--- config.mk ---
export PLATFORM = sky130hd
export DESIGN_NAME = sm3_hash_engine_unit_flat
export DESIGN_NICKNAME = d
export VERILOG_FILES = /design/src/rtl/core/sm3_pkg.sv /design/src/rtl/core/sm3_if.sv /design/src/rtl/core/sm3_hash_engine_unit.sv /design/src/rtl/core/sm3_datapath.sv /design/src/rtl/core/sm3_ctrl.sv /design/src/flat_wrapper.sv
export SDC_FILE = /design/constraint.sdc
export NUM_CORES = 2
export LEC_CHECK = 0
export BUFFER_PORTS_ARGS = -buffer_cell sky130_fd_sc_hd__clkbuf_2
export CAP_MARGIN = 20
export CORE_AREA = 2 2 347 692
export DETAILED_ROUTE_END_ITERATION = 16
export DIE_AREA = 0 0 349 694
export SYNTH_ARGS = -nofsm -noshare
export SYNTH_HDL_FRONTEND = slang
export SYNTH_SLANG_ARGS = --single-unit
--- constraint.sdc ---
create_clock -name clk -period 22.9 [get_ports clk]
set_input_delay 3.435 -clock clk [delete_from_list [all_inputs] [get_ports clk]]
set_output_delay 3.435 -clock clk [all_outputs]
set_load 0.02 [all_outputs]
--- src/rtl/core/sm3_pkg.sv ---
// ----------------------------------------------------------------------------
// sm3_pkg
// shared types, constants and round functions of the sm3 hash engine
// ----------------------------------------------------------------------------
`default_nettype none
package sm3_pkg;
  localparam logic [31:0] IV0 = 32'h7380166f;
  localparam logic [31:0] IV1 = 32'h4914b2b9;
  localparam logic [31:0] IV2 = 32'h172442d7;
  localparam logic [31:0] IV3 = 32'hda8a0600;
  localparam logic [31:0] IV4 = 32'ha96f30bc;
  localparam logic [31:0] IV5 = 32'h163138aa;
  localparam logic [31:0] IV6 = 32'he38dee4d;
  localparam logic [31:0] IV7 = 32'hb0fb0e4e;
  localparam logic [31:0] T_LOW = 32'h79cc4519;
  localparam logic [31:0] T_HIGH = 32'h7a879d8a;
  localparam logic [7:0] PAD_BYTE = 8'h80;

  // what follows a compression
  localparam logic [1:0] AFT_IDLE = 2'd0, AFT_PAD = 2'd1, AFT_LEN = 2'd2, AFT_OUT = 2'd3;

  typedef enum logic [2:0] {
    ST_IDLE, ST_RUN, ST_PAD, ST_LEN, ST_OUT
  } sm3_state_t;

  // controller to datapath
  typedef struct packed {
    logic put_byte;     // write the incoming byte
    logic put_pad;      // write 0x80 and clear tail of block
    logic clear_buf;    // zero the whole buffer
    logic put_len;      // write bit length into words 14 and 15
    logic start;        // load window and working words
    logic round;        // run one round
    logic fold;         // xor working words into chaining value
    logic shift_out;    // rotate chaining value for output
    logic reset_msg;    // back to initial vector
  } sm3_cmd_t;

  // datapath to controller
  typedef struct packed {
    logic       last_round;
    logic       block_full;
    logic [5:0] byte_pos;
  } sm3_stat_t;

  function automatic logic [31:0] p0(input logic [31:0] x);
    p0 = x ^ {x[22:0], x[31:23]} ^ {x[14:0], x[31:15]};
  endfunction

  function automatic logic [31:0] p1(input logic [31:0] x);
    p1 = x ^ {x[16:0], x[31:17]} ^ {x[8:0], x[31:9]};
  endfunction

  function automatic logic [31:0] rotl(input logic [31:0] x, input logic [4:0] n);
    logic [63:0] d;
    d = {x, x} << n;
    rotl = d[63:32];
  endfunction
endpackage
`default_nettype wire

--- src/rtl/core/sm3_if.sv ---
// ----------------------------------------------------------------------------
// sm3_in_if / sm3_out_if
// valid/ready channels of the sm3 hash engine
// ----------------------------------------------------------------------------
`default_nettype none
interface sm3_in_if;
  logic       valid;
  logic       ready;
  logic [7:0] data_byte;
  logic       byte_present;
  logic       message_end;
  modport source (output valid, data_byte, byte_present, message_end, input ready);
  modport sink (input valid, data_byte, byte_present, message_end, output ready);
endinterface

interface sm3_out_if;
  logic        valid;
  logic        ready;
  logic [31:0] digest_word;
  logic [2:0]  word_index;
  logic        final_word;
  modport source (output valid, digest_word, word_index, final_word, input ready);
  modport sink (input valid, digest_word, word_index, final_word, output ready);
endinterface
`default_nettype wire

--- src/rtl/core/sm3_hash_engine_unit.sv ---
// SM3 hash engine: message bytes enter one item at a time on the input
// channel; an item may carry a byte, an end marker, or both (byte first).
// Bytes are taken one per cycle while the block buffer fills. The
// 64th byte of a block starts a compression: a load step, 64 rounds at
// one round per cycle through the shared round unit, and a fold step;
// no item is taken meanwhile. At message end the padding takes one or
// two further blocks, then the digest leaves as eight 32-bit items, word
// 0 first, final_word set on word 7; after the eighth is taken the engine
// holds the initial vector again and accepts the next message.
// ----------------------------------------------------------------------------
// sm3_hash_engine_unit
// top level of the streaming sm3 hash engine
// ----------------------------------------------------------------------------
`default_nettype none
module sm3_hash_engine_unit
  import sm3_pkg::*;
(
  input  wire logic clk,
  input  wire logic rst_n,
  sm3_in_if.sink    in_ch,
  sm3_out_if.source out_ch
);
  sm3_cmd_t  cmd;
  sm3_stat_t stat;
  logic [2:0] idx;

  // sequencer
  sm3_ctrl u_ctrl (
    .clk             (clk),
    .rst_n           (rst_n),
    .in_valid        (in_ch.valid),
    .in_byte_present (in_ch.byte_present),
    .in_message_end  (in_ch.message_end),
    .in_ready        (in_ch.ready),
    .out_valid       (out_ch.valid),
    .out_ready       (out_ch.ready),
    .out_idx         (idx),
    .stat            (stat),
    .cmd             (cmd)
  );

  // buffers, round unit and chaining value
  sm3_datapath u_dp (
    .clk         (clk),
    .rst_n       (rst_n),
    .cmd         (cmd),
    .data_byte   (in_ch.data_byte),
    .stat        (stat),
    .digest_word (out_ch.digest_word)
  );

  // digest words leave straight from the chaining value register
  assign out_ch.word_index = idx;
  assign out_ch.final_word = (idx == 3'd7);
endmodule
`default_nettype wire

--- src/rtl/core/sm3_datapath.sv ---
// ----------------------------------------------------------------------------
// sm3_datapath
// block buffer, expansion window, working words and chaining value
// ----------------------------------------------------------------------------
`default_nettype none
module sm3_datapath
  import sm3_pkg::*;
(
  input  wire logic        clk,
  input  wire logic        rst_n,
  input  wire sm3_cmd_t    cmd,
  input  wire logic [7:0]  data_byte,
  output sm3_stat_t        stat,
  output logic [31:0]      digest_word
);
  logic [31:0] buf_r [16];
  logic [31:0] win_r [16];
  logic [31:0] ww_r [8];
  logic [31:0] cv_r [8];
  logic [63:0] len_r;
  logic [5:0]  pos_r;
  logic [5:0]  rnd_r;

  // window holds w[j..j+15] at round j; next word is w[j+16]
  logic [31:0] wnew, wj, wj1, a12, ss1, ss2, tt1, tt2, ff, gg, tj;
  always_comb begin
    wnew = p1(win_r[0] ^ win_r[7] ^ rotl(win_r[13], 5'd15))
         ^ rotl(win_r[3], 5'd7) ^ win_r[10];
    wj  = win_r[0];
    wj1 = win_r[4];
    tj  = (rnd_r < 6'd16) ? T_LOW : T_HIGH;
    if (rnd_r < 6'd16) begin
      ff = ww_r[0] ^ ww_r[1] ^ ww_r[2];
      gg = ww_r[4] ^ ww_r[5] ^ ww_r[6];
    end else begin
      ff = (ww_r[0] & ww_r[1]) | (ww_r[0] & ww_r[2]) | (ww_r[1] & ww_r[2]);
      gg = (ww_r[4] & ww_r[5]) | (~ww_r[4] & ww_r[6]);
    end
    a12 = rotl(ww_r[0], 5'd12);
    ss1 = rotl(a12 + ww_r[4] + rotl(tj, rnd_r[4:0]), 5'd7);
    ss2 = ss1 ^ a12;
    tt1 = ff + ww_r[3] + ss2 + (wj ^ wj1);
    tt2 = gg + ww_r[7] + ss1 + wj;
  end

  assign stat.last_round = (rnd_r == 6'd63);
  assign stat.block_full = (pos_r == 6'd63);
  assign stat.byte_pos   = pos_r;
  assign digest_word     = cv_r[0];

  always_ff @(posedge clk) begin
    if (cmd.put_byte) begin
      buf_r[pos_r[5:2]][(3 - pos_r[1:0]) * 8 +: 8] <= data_byte;
    end
    if (cmd.put_pad) begin
      for (int i = 0; i < 16; i++) begin
        for (int b = 0; b < 4; b++) begin
          if (i * 4 + b > 32'(pos_r)) buf_r[i][(3 - b) * 8 +: 8] <= 8'h00;
          else if (i * 4 + b == 32'(pos_r)) buf_r[i][(3 - b) * 8 +: 8] <= PAD_BYTE;
        end
      end
    end
    if (cmd.clear_buf) begin
      for (int i = 0; i < 16; i++) buf_r[i] <= '0;
    end
    if (cmd.put_len) begin
      buf_r[14] <= len_r[63:32];
      buf_r[15] <= len_r[31:0];
    end
    if (cmd.start) begin
      for (int i = 0; i < 16; i++) win_r[i] <= buf_r[i];
      for (int i = 0; i < 8; i++) ww_r[i] <= cv_r[i];
    end else if (cmd.round) begin
      for (int i = 0; i < 15; i++) win_r[i] <= win_r[i + 1];
      win_r[15] <= wnew;
      ww_r[0] <= tt1;
      ww_r[1] <= ww_r[0];
      ww_r[2] <= rotl(ww_r[1], 5'd9);
      ww_r[3] <= ww_r[2];
      ww_r[4] <= p0(tt2);
      ww_r[5] <= ww_r[4];
      ww_r[6] <= rotl(ww_r[5], 5'd19);
      ww_r[7] <= ww_r[6];
    end
  end

  always_ff @(posedge clk) begin
    if (!rst_n || cmd.reset_msg) begin
      cv_r  <= '{IV0, IV1, IV2, IV3, IV4, IV5, IV6, IV7};
      len_r <= '0;
      pos_r <= '0;
      rnd_r <= '0;
    end else begin
      if (cmd.put_byte) begin
        pos_r <= pos_r + 6'd1;
        len_r <= len_r + 64'd8;
      end
      if (cmd.start) rnd_r <= '0;
      else if (cmd.round) rnd_r <= rnd_r + 6'd1;
      if (cmd.fold) begin
        for (int i = 0; i < 8; i++) cv_r[i] <= cv_r[i] ^ ww_r[i];
      end else if (cmd.shift_out) begin
        for (int i = 0; i < 7; i++) cv_r[i] <= cv_r[i + 1];
        cv_r[7] <= cv_r[0];
      end
    end
  end
endmodule
`default_nettype wire

--- src/rtl/core/sm3_ctrl.sv ---
// ----------------------------------------------------------------------------
// sm3_ctrl
// sequencer for byte intake, compression, padding and digest output
// ----------------------------------------------------------------------------
`default_nettype none
module sm3_ctrl
  import sm3_pkg::*;
(
  input  wire logic      clk,
  input  wire logic      rst_n,
  input  wire logic      in_valid,
  input  wire logic      in_byte_present,
  input  wire logic      in_message_end,
  output logic           in_ready,
  output logic           out_valid,
  input  wire logic      out_ready,
  output logic [2:0]     out_idx,
  input  wire sm3_stat_t stat,
  output sm3_cmd_t       cmd
);
  sm3_state_t state_r, state_nxt;
  logic [1:0] after_r, after_nxt;  // 0 idle, 1 pad, 2 len, 3 out
  logic [2:0] idx_r, idx_nxt;
  logic       end_r, end_nxt;

  assign out_idx = idx_r;

  always_ff @(posedge clk) begin
    if (!rst_n) begin
      state_r <= ST_IDLE;
      after_r <= AFT_IDLE;
      idx_r   <= '0;
      end_r   <= 1'b0;
    end else begin
      state_r <= state_nxt;
      after_r <= after_nxt;
      idx_r   <= idx_nxt;
      end_r   <= end_nxt;
    end
  end

  always_comb begin
    state_nxt = state_r;
    after_nxt = after_r;
    idx_nxt   = idx_r;
    end_nxt   = end_r;
    cmd       = '0;
    in_ready  = 1'b0;
    out_valid = 1'b0;
    case (state_r)
      ST_IDLE: begin
        in_ready = 1'b1;
        if (in_valid) begin
          cmd.put_byte = in_byte_present;
          if (in_byte_present && stat.block_full) begin
            state_nxt = ST_RUN;
            cmd.start = 1'b0;
            after_nxt = in_message_end ? AFT_PAD : AFT_IDLE;
            end_nxt   = 1'b1;
          end else if (in_message_end) begin
            state_nxt = ST_PAD;
          end
        end
      end
      ST_RUN: begin
        if (end_r) begin
          cmd.start = 1'b1;
          end_nxt   = 1'b0;
        end else begin
          cmd.round = 1'b1;
          if (stat.last_round) begin
            end_nxt = 1'b1;
            state_nxt = ST_OUT;
          end
        end
      end
      ST_PAD: begin
        cmd.put_pad = 1'b1;
        if (stat.byte_pos > 6'd55) begin
          state_nxt = ST_RUN;
          end_nxt   = 1'b1;
          after_nxt = AFT_LEN;
        end else begin
          state_nxt = ST_LEN;
        end
      end
      ST_LEN: begin
        cmd.put_len = 1'b1;
        state_nxt   = ST_RUN;
        end_nxt     = 1'b1;
        after_nxt   = AFT_OUT;
      end
      ST_OUT: begin
        // entered after the last round: fold first, then dispatch
        if (end_r) begin
          cmd.fold = 1'b1;
          end_nxt  = 1'b0;
          case (after_r)
            AFT_IDLE: state_nxt = ST_IDLE;
            AFT_PAD:  state_nxt = ST_PAD;
            AFT_LEN: begin
              cmd.clear_buf = 1'b1;
              state_nxt     = ST_LEN;
            end
            default: idx_nxt = '0;
          endcase
        end else begin
          out_valid = 1'b1;
          if (out_ready) begin
            cmd.shift_out = 1'b1;
            idx_nxt = idx_r + 3'd1;
            if (idx_r == 3'd7) begin
              cmd.shift_out = 1'b0;
              cmd.reset_msg = 1'b1;
              state_nxt     = ST_IDLE;
              after_nxt     = AFT_IDLE;
            end
          end
        end
      end
      default: state_nxt = ST_IDLE;
    endcase
  end
endmodule
`default_nettype wire

--- src/flat_wrapper.sv ---
// flat-port wrapper written by rule: the top's interface ports become plain ports
module sm3_hash_engine_unit_flat import sm3_pkg::*;
  (clk, rst_n, in_ch_valid, in_ch_data_byte, in_ch_byte_present, in_ch_message_end, in_ch_ready, out_ch_valid, out_ch_digest_word, out_ch_word_index, out_ch_final_word, out_ch_ready);
  sm3_in_if in_ch_i ();
  sm3_out_if out_ch_i ();
  input  wire logic clk;
  input  wire logic rst_n;
  input wire logic [$bits(in_ch_i.valid)-1:0] in_ch_valid;
  input wire logic [$bits(in_ch_i.data_byte)-1:0] in_ch_data_byte;
  input wire logic [$bits(in_ch_i.byte_present)-1:0] in_ch_byte_present;
  input wire logic [$bits(in_ch_i.message_end)-1:0] in_ch_message_end;
  output wire logic [$bits(in_ch_i.ready)-1:0] in_ch_ready;
  output wire logic [$bits(out_ch_i.valid)-1:0] out_ch_valid;
  output wire logic [$bits(out_ch_i.digest_word)-1:0] out_ch_digest_word;
  output wire logic [$bits(out_ch_i.word_index)-1:0] out_ch_word_index;
  output wire logic [$bits(out_ch_i.final_word)-1:0] out_ch_final_word;
  input wire logic [$bits(out_ch_i.ready)-1:0] out_ch_ready;
  assign in_ch_i.valid = in_ch_valid;
  assign in_ch_i.data_byte = in_ch_data_byte;
  assign in_ch_i.byte_present = in_ch_byte_present;
  assign in_ch_i.message_end = in_ch_message_end;
  assign in_ch_ready = in_ch_i.ready;
  assign out_ch_valid = out_ch_i.valid;
  assign out_ch_digest_word = out_ch_i.digest_word;
  assign out_ch_word_index = out_ch_i.word_index;
  assign out_ch_final_word = out_ch_i.final_word;
  assign out_ch_i.ready = out_ch_ready;
  sm3_hash_engine_unit u_core (.clk(clk), .rst_n(rst_n), .in_ch(in_ch_i), .out_ch(out_ch_i));
endmodule
=== Word-level counts from Yosys, hierarchy flattened ===
Memories as Yosys holds them, arrays and structs flattened.
Cells that the tools add are included.

* Output and inout bits: 38
* Memories kept: 3
* Register bits: 341
* Bits in writable memories: 1280
* Input port bits: 14
* Logic and storage cells: 1059

* Multiplexer cells: 667
* $add $sub $neg: 14
* Equal/unequal tests: 85
* Reduce and logical (&&, ||, !) cells: 17
* $lt $le $gt $ge: 65
* Shifts and indexed selects: 3
* Bitwise operators: 190

{| class="wikitable"
|+ Memory list
! memory !! words !! bits a word !! rd ports !! clocked after Yosys merged registers in !! wr ports !! RTL line !! RTL
|-
| u_core.u_dp.buf_r || 16 || 32 || 16 || 0 || 16 || sm3_datapath.sv:16 || <nowiki>logic [31:0] buf_r [16];</nowiki>
|-
| u_core.u_dp.win_r || 16 || 32 || 16 || 0 || 16 || sm3_datapath.sv:17 || <nowiki>logic [31:0] win_r [16];</nowiki>
|-
| u_core.u_dp.ww_r || 8 || 32 || 8 || 0 || 8 || sm3_datapath.sv:18 || <nowiki>logic [31:0] ww_r [8];</nowiki>
|}

{| class="wikitable"
|+ Operator list
! cell !! number
|-
| $mux 8 || 135
|-
| $mux 32 || 29
|-
| $xor 32x32->32 || 22
|-
| $mux 256 || 2
|-
| $mux 1 || 473
|-
| $add 32x32->32 || 8
|-
| $eq 6x6->1 const A || 32
|-
| $gt 6x6->1 const A || 32
|-
| $and 32x32->32 || 5
|-
| $or 1x1->1 || 159
|-
| $eq 5x6->1 const A || 16
|-
| $gt 5x6->1 const A || 16
|-
| $or 32x32->32 || 3
|-
| $add 64x4->64 const B || 1
|-
| $shl 63x5->64 || 1
|-
| $eq 4x6->1 const A || 8
|-
| $gt 4x6->1 const A || 8
|-
| $mux 3 || 12
|-
| $neg 32->34 || 1
|-
| $shift 8x34->32 const A || 1
|-
| $shiftx 8x34->32 || 1
|-
| $not 32->32 || 1
|-
| $reduce_or 32->1 || 1
|-
| $mux 26 || 1
|-
| other kinds (41) || 73
|}

=== Logic depth before layout (Yosys ltp) ===
An unclocked memory read counts as a cell.

* Depth after elaboration: 11
* Depth in mapped cells: 41
* Gate-level depth less buffers: 37

=== Hierarchy ===
A second synthesis with hierarchy kept.

* Cells, all modules: 9156
* Area total of the unflattened synthesis: 83303.6 um^2

{| class="wikitable"
|+ By module, submodules not included
! module !! times used !! cells each !! seq. area each (um^2) !! area an instance (um^2)
|-
| sm3_datapath || 1 || 9062 || 40538.9 || 82580.5
|-
| sm3_ctrl || 1 || 93 || 180.2 || 716.9
|-
| sm3_hash_engine_unit || 1 || 1 || 0.0 || 6.3
|}

=== Worst setup path after synthesis ===
Ideal clock, no wire load.

* Path kind: register -> register
* From: register u_core.u_ctrl.state_r[0]
* To: memory u_core.u_dp.ww_r[0][18], data pin
* Library setup time: 0.136 ns
* Required time: 22.764 ns
* Slack: 2.770 ns
* Data arrival time: 19.994 ns
* Stages on the path, launching flop included: 9
* Path through: dfxtp_1 clkbuf_1 inv_1 or3_1 clkbuf_1 inv_1 nand2_1 or4_1 nand3_1

{| class="wikitable"
|+ RTL lines
! item !! RTL line !! RTL
|-
| start: declaration || sm3_ctrl.sv:21 || <nowiki>sm3_state_t state_r, state_nxt;</nowiki>
|-
| start signal: assignment || sm3_ctrl.sv:35 || <nowiki>state_r <= state_nxt;</nowiki>
|-
| end: declaration || sm3_datapath.sv:18 ||
|}

==> key figures <==
Status
  • Outcome: finished clean

Flow run
  • Max-cap viol count: 0

Power
  • Psw: 6.78 mW
  • Gate power share: 0.565
  • Power per cell area: 162 nW/um^2
  • Power share of the clock group: 0.184
  • Internal power: 8.03 mW
  • Worst IR Drop VDD: 0.156 mV
  • Sequential Power Share: 0.251
  • Leak Pwr: 34.9 nW
  • Switching share of total power: 0.458

STA
  • Tcrit/Tclk final: 0.510
  • RSZ-0062 raised after global routing: false
  • Slew margin rel.: 0.137
  • Final Skew: 96.2 ps
  • Final max-slew violation count: 0
  • Endpoints failing hold: 0
  • Worst Tran Pin Value: 1290 ps
  • Final setup viols: 0
  • Setup TNS: 0 ps
  • F_max: 85.7 MHz
  • Crit path time final: 11670 ps

Routing
  • Post-route ant nets: 0
  • Routed vias: 66866
  • Drt wl/cell: 30.1 um
  • DRT Wirelength: 367 mm
  • Router iterations before antenna repair: 6
  • Remaining routing DRC violations: 0
  • Vias/cell: 5.49
  • 1st-iter DRT viols: 5678

Clocking
  • Total CTS buffers: 161
  • # resized after CTS: 0
  • CTS tree: built
  • Skew-Pair Late Insertion Delay: 870 ps
  • H-Tree Depth: 4
  • Clock Sinks: 1618
  • # Post-CTS Setup Buffers: 0
  • Root Driver: clkbuf_16
  • Clk slew on worst S/H paths: 80 ps
  • # hold bufs at CTS: 0
  • CTS Buffer Depth: 4

Floorplanning
  • Die Span Y: 694 um
  • Die W: 349 um
  • Io pins: 52
  • Starting Density: 0.348
  • Core area: 237000 um^2
  • Num rows: 253
  • Die footprint: 242000 um^2

Setup path
  • Nature of the critical path endpoint: flop
  • Critical path fanouts, max: 31
  • CP startpoint kind: flop
  • WP data arrival: 12270 ps
  • Worst reg2reg path startpoint: u_core.u_dp.rnd_r[5]
  • Worst Path Required: 23510 ps
  • Max incr delay on CP: 860 ps
  • Worst setup path start: u_core.u_dp.rnd_r[5]
  • CP max stage cell: a31oi_2
  • CP Class: reg -> reg
  • Most frequent cell on the critical path: o21ai_0

Finish
  • Post-layout util: 0.385
  • Reg area: 40700 um^2
  • Commonest non-fill, non-tap cell in the layout: nand2_1
  • Area Overhead vs Synth: 10.6%
  • Multi-input logic area: 38900 um^2
  • Fillers: 23551
  • Share of cells above drive strength 1: 0.0833
  • Nets@finish: 9291
  • Most frequent cells in the layout: nand2_1, nor2_1, edfxtp_1

GRT
  • Largest net degree at the start of global routing: 163
  • Initial antenna violation count: 8
  • Overflow after GRT: 0
  • First-pass GRT wire length: 505 mm
  • GR Util All Layers: 0.297
  • Vias in the first global route: 65479

Yosys
  • Mean Syn Cell Area: 9.05 um^2
  • Synth top area cells: edfxtp_1, dfxtp_1, nand2_1, nor2_1, a21oi_1
  • Sequential cell area fraction in the yosys report: 0.493
  • FF+latch count, synth: 1618
  • Synth Instances: 9116
  • Syn_nets: 9428
  • Post-synthesis cell area: 82500 um^2
  • Post-synth cell types: 85
  • Asr flop ratio synth: 0
  • Yosys warns: 0
  • Synth area leader: edfxtp_1
  • Synth Flop Type: edfxtp_1
  • Number of synthesized flops with an enable pin: 827
  • Post-synth top area share: 0.301

Place
  • Port bufs: 51
  • GP Congestion: 1.02
  • Detailed placer's ending HPWL: 280 mm

Min path
  • Hold crit path type: reg -> reg
  • Hold Startpoint: u_core.u_dp.win_r[0][83]
power by group through the flow:
stage	logic, mW	clock network [mW]	registers, mW
finish	8.36	2.73	3.72
global route	8.91	2.85	3.72
CTS	8.31	2.77	3.71
detailed placement	8.26	0	3.78
global placement	8.29	0	3.77
floorplan	5.47	0	3.76
registers in the layout, indices dropped and copies added (netlist names), 3 cells and up:
name / count
u_core.u_ctrl.out_idx: 3
u_core.u_ctrl.state_r: 3
u_core.u_dp.buf_r: 512
u_core.u_dp.cv_r: 224
u_core.u_dp.digest_word: 32
u_core.u_dp.len_r: 61
u_core.u_dp.pos_r: 6
u_core.u_dp.rnd_r: 6
u_core.u_dp.win_r: 512
u_core.u_dp.ww_r: 256
metrics by stage:
step                      power [mW]  setup WS (ps)  hold slack, ps  cell area (um^2)  instances
final                           14.8          11230             464             91200      12179
after global routing            15.5          10800             487             91200      12166
after detailed placement        12.0          11440             458             85900      11873
after CTS                       14.8          11470             470             91200      12161
after floorplan                 9.23           2770             419             82500       9116
after global placement          12.1          11270             432             85900      11865
critical path, delay by kind of cell (launching register included):
kind | cells | cell delay [ps]
buffers and inverters | 4 | 1020
XOR/XNOR | 1 | 300
adder cells (fa/ha/maj) | 7 | 2680
AO/OA/AOI/OAI | 19 | 6520
AND/OR/NAND/NOR | 4 | 430
flip-flops | 1 | 420
cell type report:
cell class / instances / area share
repair buffers: 215 / 0.0176
flip-flops and latches: 1618 / 0.446
clock inverters: 66 / 0.00664
inverters: 270 / 0.0112
clock buffers: 222 / 0.0505
diodes: 15 / 0.000411
well taps: 3060 / 0.0420
multi-input cells: 6713 / 0.426
layer usage:
metal	vias to the layer above	wire length, um	global-route usage
met5	-	11	0
met4	2	50300	0.329
met3	1009	16800	0.0392
met2	2445	187000	0.538
met1	32872	112000	0.270
li1	30538	-	-
synthesized netlist by cell type, types with 14 or more instances:
| cell | n |
|---|---|
| nor3_1 | 86 |
| and3_1 | 25 |
| o211ai_1 | 25 |
| o21ai_1 | 46 |
| nor2b_1 | 18 |
| fa_1 | 188 |
| and2_1 | 15 |
| nand2b_1 | 47 |
| xor2_1 | 162 |
| nor2_1 | 1313 |
| o22ai_1 | 38 |
| buf_1 | 50 |
| xnor2_1 | 353 |
| inv_1 | 266 |
| nand2_1 | 2085 |
| nand3_1 | 285 |
| a31oi_1 | 44 |
| a221oi_1 | 16 |
| o21bai_1 | 16 |
| ha_1 | 110 |
| buf_4 | 32 |
| nand4_1 | 37 |
| buf_2 | 22 |
| or3_1 | 24 |
| a21oi_1 | 806 |
| a211oi_1 | 59 |
| dfxtp_1 | 791 |
| mux2_2 | 250 |
| o21a_1 | 14 |
| o21ai_0 | 281 |
| a21o_1 | 45 |
| or2_2 | 16 |
| edfxtp_1 | 827 |
| clkbuf_1 | 411 |
| mux2i_1 | 69 |
| nand3b_1 | 22 |
| o2111ai_1 | 71 |
final timing paths:
path	end	slack, ps	depth (start not counted)
worst min-delay path	u_core.u_dp.win_r[0][51]	460	2
worst min register to register	u_core.u_dp.win_r[0][51]	460	2
worst max register to register	u_core.u_dp.ww_r[0][31]	11230	35
worst max-delay path	u_core.u_dp.ww_r[0][31]	11230	35
cell families after synthesis:
| kind of cell | count (synthesis) | share of synthesized area |
|---|---|---|
| AND/OR/NAND/NOR | 4003 | 0.196 |
| flip-flops | 1618 | 0.493 |
| buffers and inverters | 785 | 0.0375 |
| XOR/XNOR | 530 | 0.0588 |
| multiplexers | 319 | 0.0425 |
| adder cells (fa/ha/maj) | 299 | 0.0624 |
| AO/OA/AOI/OAI | 1562 | 0.110 |
Power figures use the tool's default switching activity.
